### config.mk
export PLATFORM = sky130hd
export DESIGN_NAME = cms_colmod
export DESIGN_NICKNAME = d
export VERILOG_FILES = /design/src/hdl/cms_pkg.sv /design/src/hdl/cms_colmod.sv
export SDC_FILE = /design/constraint.sdc
export NUM_CORES = 1
export LEC_CHECK = 0
export ABC_AREA = 1
export BUFFER_PORTS_ARGS = -buffer_cell sky130_fd_sc_hd__buf_2
export CAP_MARGIN = 40
export CORE_UTILIZATION = 27
export CTS_CLUSTER_SIZE = 20
export DETAILED_ROUTE_END_ITERATION = 16
export PLACE_DENSITY_LB_ADDON = 0.08
export SLEW_MARGIN = 20
export SYNTH_ARGS = -nofsm -noshare
export SYNTH_HDL_FRONTEND = slang
export SYNTH_SLANG_ARGS = --single-unit
### constraint.sdc
create_clock -name clk -period 1.4 [get_ports clk]
set_input_delay 0.28 -clock clk [delete_from_list [all_inputs] [get_ports clk]]
set_output_delay 0.28 -clock clk [all_outputs]
set_load 0.005 [all_outputs]
### src/hdl/cms_pkg.sv
// ----------------------------------------------------------------------------
// cms_pkg
// Shared types and constants for the count-min sketch with conservative update.
// ----------------------------------------------------------------------------
package cms_pkg;

    localparam int HASH_W         = 64;
    localparam int INC_W          = 32;
    localparam int EST_W          = 32;
    localparam int TOTAL_W        = 64;
    // hash bits folded into the column remainder per cycle
    localparam int COL_DIGIT_BITS = 8;

    localparam logic [EST_W-1:0] EST_MAX = '1;

    localparam logic CMD_ADD      = 1'b0;
    localparam logic CMD_ESTIMATE = 1'b1;

    typedef enum logic [2:0] {
        ST_CLEAR,
        ST_IDLE,
        ST_COL,
        ST_MIN,
        ST_TGT,
        ST_UPD
    } cms_state_t;

    // per-bank control from the sequencer
    typedef struct packed {
        logic rd;
        logic clear;
        logic raise;
    } cms_bank_ctl_t;

endpackage

### src/hdl/cms_colmod.sv
// ----------------------------------------------------------------------------
// cms_colmod
// Column unit: per row, (hash_first + r * hash_second) mod ROW_WIDTH.
// ----------------------------------------------------------------------------
module cms_colmod
    import cms_pkg::*;
#(
    parameter int ROWS      = 6,
    parameter int ROW_WIDTH = 1024,
    localparam int CW       = $clog2(ROW_WIDTH)
)
(
    input  logic                    clk,
    input  logic                    rst_n,
    input  logic                    start,
    input  logic [HASH_W-1:0]       hash_first,
    input  logic [HASH_W-1:0]       hash_second,
    output logic                    busy,
    output logic [ROWS-1:0][CW-1:0] col
);

    logic [ROWS-1:0][HASH_W-1:0] pos;

    for (genvar r = 0; r < ROWS; r++)
    begin : g_pos
        assign pos[r] = hash_first + hash_second * HASH_W'(r);
    end

    if ((ROW_WIDTH & (ROW_WIDTH - 1)) == 0)
    begin : g_pow2
        logic [ROWS-1:0][CW-1:0] low_reg;

        always_ff @(posedge clk or negedge rst_n)
        begin
            if (!rst_n)
            begin
                low_reg <= '0;
            end
            else if (start)
            begin
                for (int i = 0; i < ROWS; i++)
                begin
                    low_reg[i] <= pos[i][CW-1:0];
                end
            end
        end

        assign col  = low_reg;
        assign busy = 1'b0;
    end
    else
    begin : g_serial
        localparam int STEPS = HASH_W / COL_DIGIT_BITS;
        localparam int CNT_W = $clog2(STEPS);
        localparam logic [CW:0] WIDTH_EXT = (CW + 1)'(ROW_WIDTH);

        logic                        busy_reg, busy_next;
        logic [CNT_W-1:0]            step_cnt_reg, step_cnt_next;
        logic [ROWS-1:0][CW-1:0]     rem_reg, rem_next;
        logic [ROWS-1:0][HASH_W-1:0] sh_reg, sh_next;

        // msb first, one compare-subtract per hash bit
        always_comb
        begin
            logic [CW:0]   t;
            logic [CW-1:0] r;
            t = '0;
            r = '0;
            for (int i = 0; i < ROWS; i++)
            begin
                r = rem_reg[i];
                for (int b = 0; b < COL_DIGIT_BITS; b++)
                begin
                    t = {r, sh_reg[i][HASH_W-1-b]};
                    if (t >= WIDTH_EXT)
                    begin
                        t = t - WIDTH_EXT;
                    end
                    r = t[CW-1:0];
                end
                rem_next[i] = r;
                sh_next[i]  = sh_reg[i] << COL_DIGIT_BITS;
            end
        end

        always_comb
        begin
            busy_next     = busy_reg;
            step_cnt_next = step_cnt_reg;
            if (start)
            begin
                busy_next     = 1'b1;
                step_cnt_next = '0;
            end
            else if (busy_reg)
            begin
                step_cnt_next = step_cnt_reg + 1'b1;
                if (step_cnt_reg == CNT_W'(STEPS - 1))
                begin
                    busy_next = 1'b0;
                end
            end
        end

        always_ff @(posedge clk or negedge rst_n)
        begin
            if (!rst_n)
            begin
                busy_reg     <= 1'b0;
                step_cnt_reg <= '0;
                rem_reg      <= '0;
            end
            else
            begin
                busy_reg     <= busy_next;
                step_cnt_reg <= step_cnt_next;
                if (start)
                begin
                    rem_reg <= '0;
                end
                else if (busy_reg)
                begin
                    rem_reg <= rem_next;
                end
            end
        end

        always_ff @(posedge clk)
        begin
            if (start)
            begin
                sh_reg <= pos;
            end
            else if (busy_reg)
            begin
                sh_reg <= sh_next;
            end
        end

        assign col  = rem_reg;
        assign busy = busy_reg;
    end

`ifndef SYNTHESIS
    for (genvar i = 0; i < ROWS; i++)
    begin : g_chk
        a_col_in_range: assert property (@(posedge clk) disable iff (!rst_n)
            (32'(col[i]) < 32'(ROW_WIDTH)))
            else $error("column index beyond row width");
    end
`endif

endmodule
==> flow_summary.toml <==
[final_layout]
drive_above_1_share_pct = 41.5
fin_nets = 949
largest_register_ffs = 54
multiInputGateArea_sq_mm = 0.00345
final_common_cell = "nand2_1"
seq_area_sq_mm = 0.00135
nFillCells = 1643
antenna_cells = 0
syn_to_final_growth_pct = 58.3
fin_area_sq_mm = 0.00694
final_cell_mix = "nand2_1 (182), buf_4 (81), buf_2 (70)"
finalNonFillerCells = 968

[logic_synthesis]
ys.flop_type = "dfrtp_1"
syn_nets = 776
syn_area_per_cell_sq_um = 7.59
ys_seq_elements = 54
netlist_area_sq_mm = 0.00439
yosys_warnings = 0
synthCells = 578
yosysUniqueCellTypes = 27
async_flop_share_pct = 100
ys_seq_area_share_pct = 30.8
synth-edff-count = 0

[global_routing]
grt_max_degree = 55
antenna_found_initial = 0
grt_use_total_pct = 16.5
grt_pass1_wl_mm = 21.2
overflow = 0
grt_pass1_vias = 4135

[clocking]
numCtsBuffers = 5
clk_latency_ns = 0.30
clockBufferDepth = 2
clkTransAtPathRegs_ns = 0.07
cts_root_buf = "clkbuf_16"
h-tree-depth = 2
cts_tree = "built"
cts_num_sinks = 54

[setup_path]
r2r_end = "col[45]$_DFFE_PN0P_"
rrSetupSlack_ns = 0.72
crit_chain = "buf_12, ha_4, inv_2, fa_1, inv_2, ha_4, buf_4, nand2_1, o21a_1, nand2_1, nand2_1, nand3_1, nand2_1"
worstSetupStartpointType = "input port"
critPathKind = "input port to flip-flop"
worstPathMaxFanout = 3
crit_family = "adder cells"
r2r_cells = 2
cp.required_ns = 1.60
slowest_stage = "fa_1"
cp_common_cell = "nand2_1"
r2r-start = "col[45]$_DFFE_PN0P_"
endpoint_kind = "flip-flop"
crit_path_max_incr_delay_ns = 0.50
cp_num_buf_inv = 4
crit_arrival_ns = 2.08

[timing]
rsz0062_at_grt = "yes"
max_freq_ghz = 0.533
tns_ns = -6.13
fin_ws_ns = -0.477
finClkSkew_ns = 0
slew_violations = 0
hold_viol_final = 0
post-route-period-util_pct = 134
setup_violations = 23
fin_crit_ns = 1.88

[die]
core_sq_mm = 0.0159
io_pins = 192
initial_utilization_pct = 27.6
fp.dieH_um = 129
die_width_um = 129
die-area_sq_mm = 0.0168
fp-row-count = 46

[min_path]
hold_path_depth = 3
min_to = "col[40]$_DFFE_PN0P_"
hp-class = "input port to flip-flop"
hp-start = "hash_first[0]"

[place]
port_buffers = 82
placed_cell_area_sq_mm = 0.00595
post-place-cells = 942
hpwlAfterDp_mm = 10.0
place.gp.congestion = 0.778

[drt]
drcViolationCount = 0
vias_per_cell = 4.32
wl_per_cell_um = 13.5
first_pass_iters = 4
final_antenna_net_count = 0
via_count = 4183
drtIter0Drc = 144
wl_mm = 13.1

[power]
p_leak_nw = 3.46
vdd_drop_max_uv = 460
total_power_mw = 6.62
power.density_mw_per_mm2 = 954

[status]
violations = "negative setup slack"
status = "complete, but fails checks"

[job]
max_cap_viol_count = 0
-- worst min-delay path: cells and delay by family --
kind | cells | cell delay [ns]
and+or+nand+nor | 2 | 0.10
buffers and inverters | 1 | 0.12
-- where the power goes --
group          internal [mW]  leakage (nW)  switching, mW  total, mW
clock network          0.713        0.0739          0.615       1.33
registers               1.86         0.652          0.157       2.01
logic                   1.67          2.73           1.60       3.28
-- layout make-up --
cell class / count / area share (%)
multi-input combinational: 432 / 49.6
timing repair buffer: 185 / 20.9
sequential: 54 / 19.5
inverter: 73 / 3.98
tap: 216 / 3.89
clock buffer: 7 / 2.06
clock inverter: 1 / 0.0721
-- logic make-up after synthesis --
group | synth area share [%]
compound gates | 6.93
xor+xnor | 3.20
fa+ha+maj | 22.4
buf+inv | 9.04
flops | 30.8
other cells | 0.0855
simple gates | 27.6
-- worst max path at each step --
stage | start | end | slack, ns | depth (start not counted)
CTS | hash_second[6] | col[59]$_DFFE_PN0P_ | -0.47 | 13
global route | hash_second[7] | col[59]$_DFFE_PN0P_ | -0.55 | 14
global placement | hash_second[4] | col[59]$_DFFE_PN0P_ | -0.85 | 14
detailed placement | hash_second[1] | col[37]$_DFFE_PN0P_ | -0.85 | 11
finish | hash_second[4] | col[58]$_DFFE_PN0P_ | -0.48 | 13
floorplan | hash_second[6] | col[59]$_DFFE_PN0P_ | -0.57 | 13
-- through the flow --
stage | worst slack, ns | hold slack, ns | utilization, %
2_1_floorplan | -0.567 | -0.0156 | -
3_3_place_gp | -0.846 | 0.310 | 37.5
3_5_place_dp | -0.847 | 0.319 | 37.5
4_1_cts | -0.468 | 0.222 | 41.6
5_1_grt | -0.550 | 0.241 | 43.7
6_report | -0.477 | 0.235 | 43.7
-- synthesized netlist by cell type, drive strengths merged, types with 2 or more instances --
cell / count / share of area (%)
a21oi: 21 / 2.4
and2: 2 / 0.29
buf: 18 / 2.7
dfrtp: 54 / 31
fa: 19 / 8.7
ha: 48 / 14
inv: 73 / 6.2
nand2: 205 / 18
nand3: 51 / 5.8
nand3b: 9 / 1.5
nand4: 2 / 0.29
nor2: 20 / 1.7
nor3: 2 / 0.23
o21a: 5 / 0.86
o21ai: 28 / 3.4
xnor2: 9 / 1.8
xor2: 7 / 1.4
-- routing by layer --
metal / wire [um] / part of all wire (%) / global-route usage [%]
met5: 0 / 0 / 0
met3: 493 / 3.8 / 2.77
met2: 5880 / 45 / 26.4
met1: 6590 / 50 / 23.1
met4: 111 / 0.85 / 3.49
-- repair_timing --
action | in CTS | in global routing
endpoints found under the hold margin | 47 | 0
hold buffers | 1 | 0
pin swaps | 55 | 50
setup buffers | 12 | 7
setup endpoints to repair | 34 | 35
gates resized for setup | 84 | 63
Power figures use the tool's default switching activity.
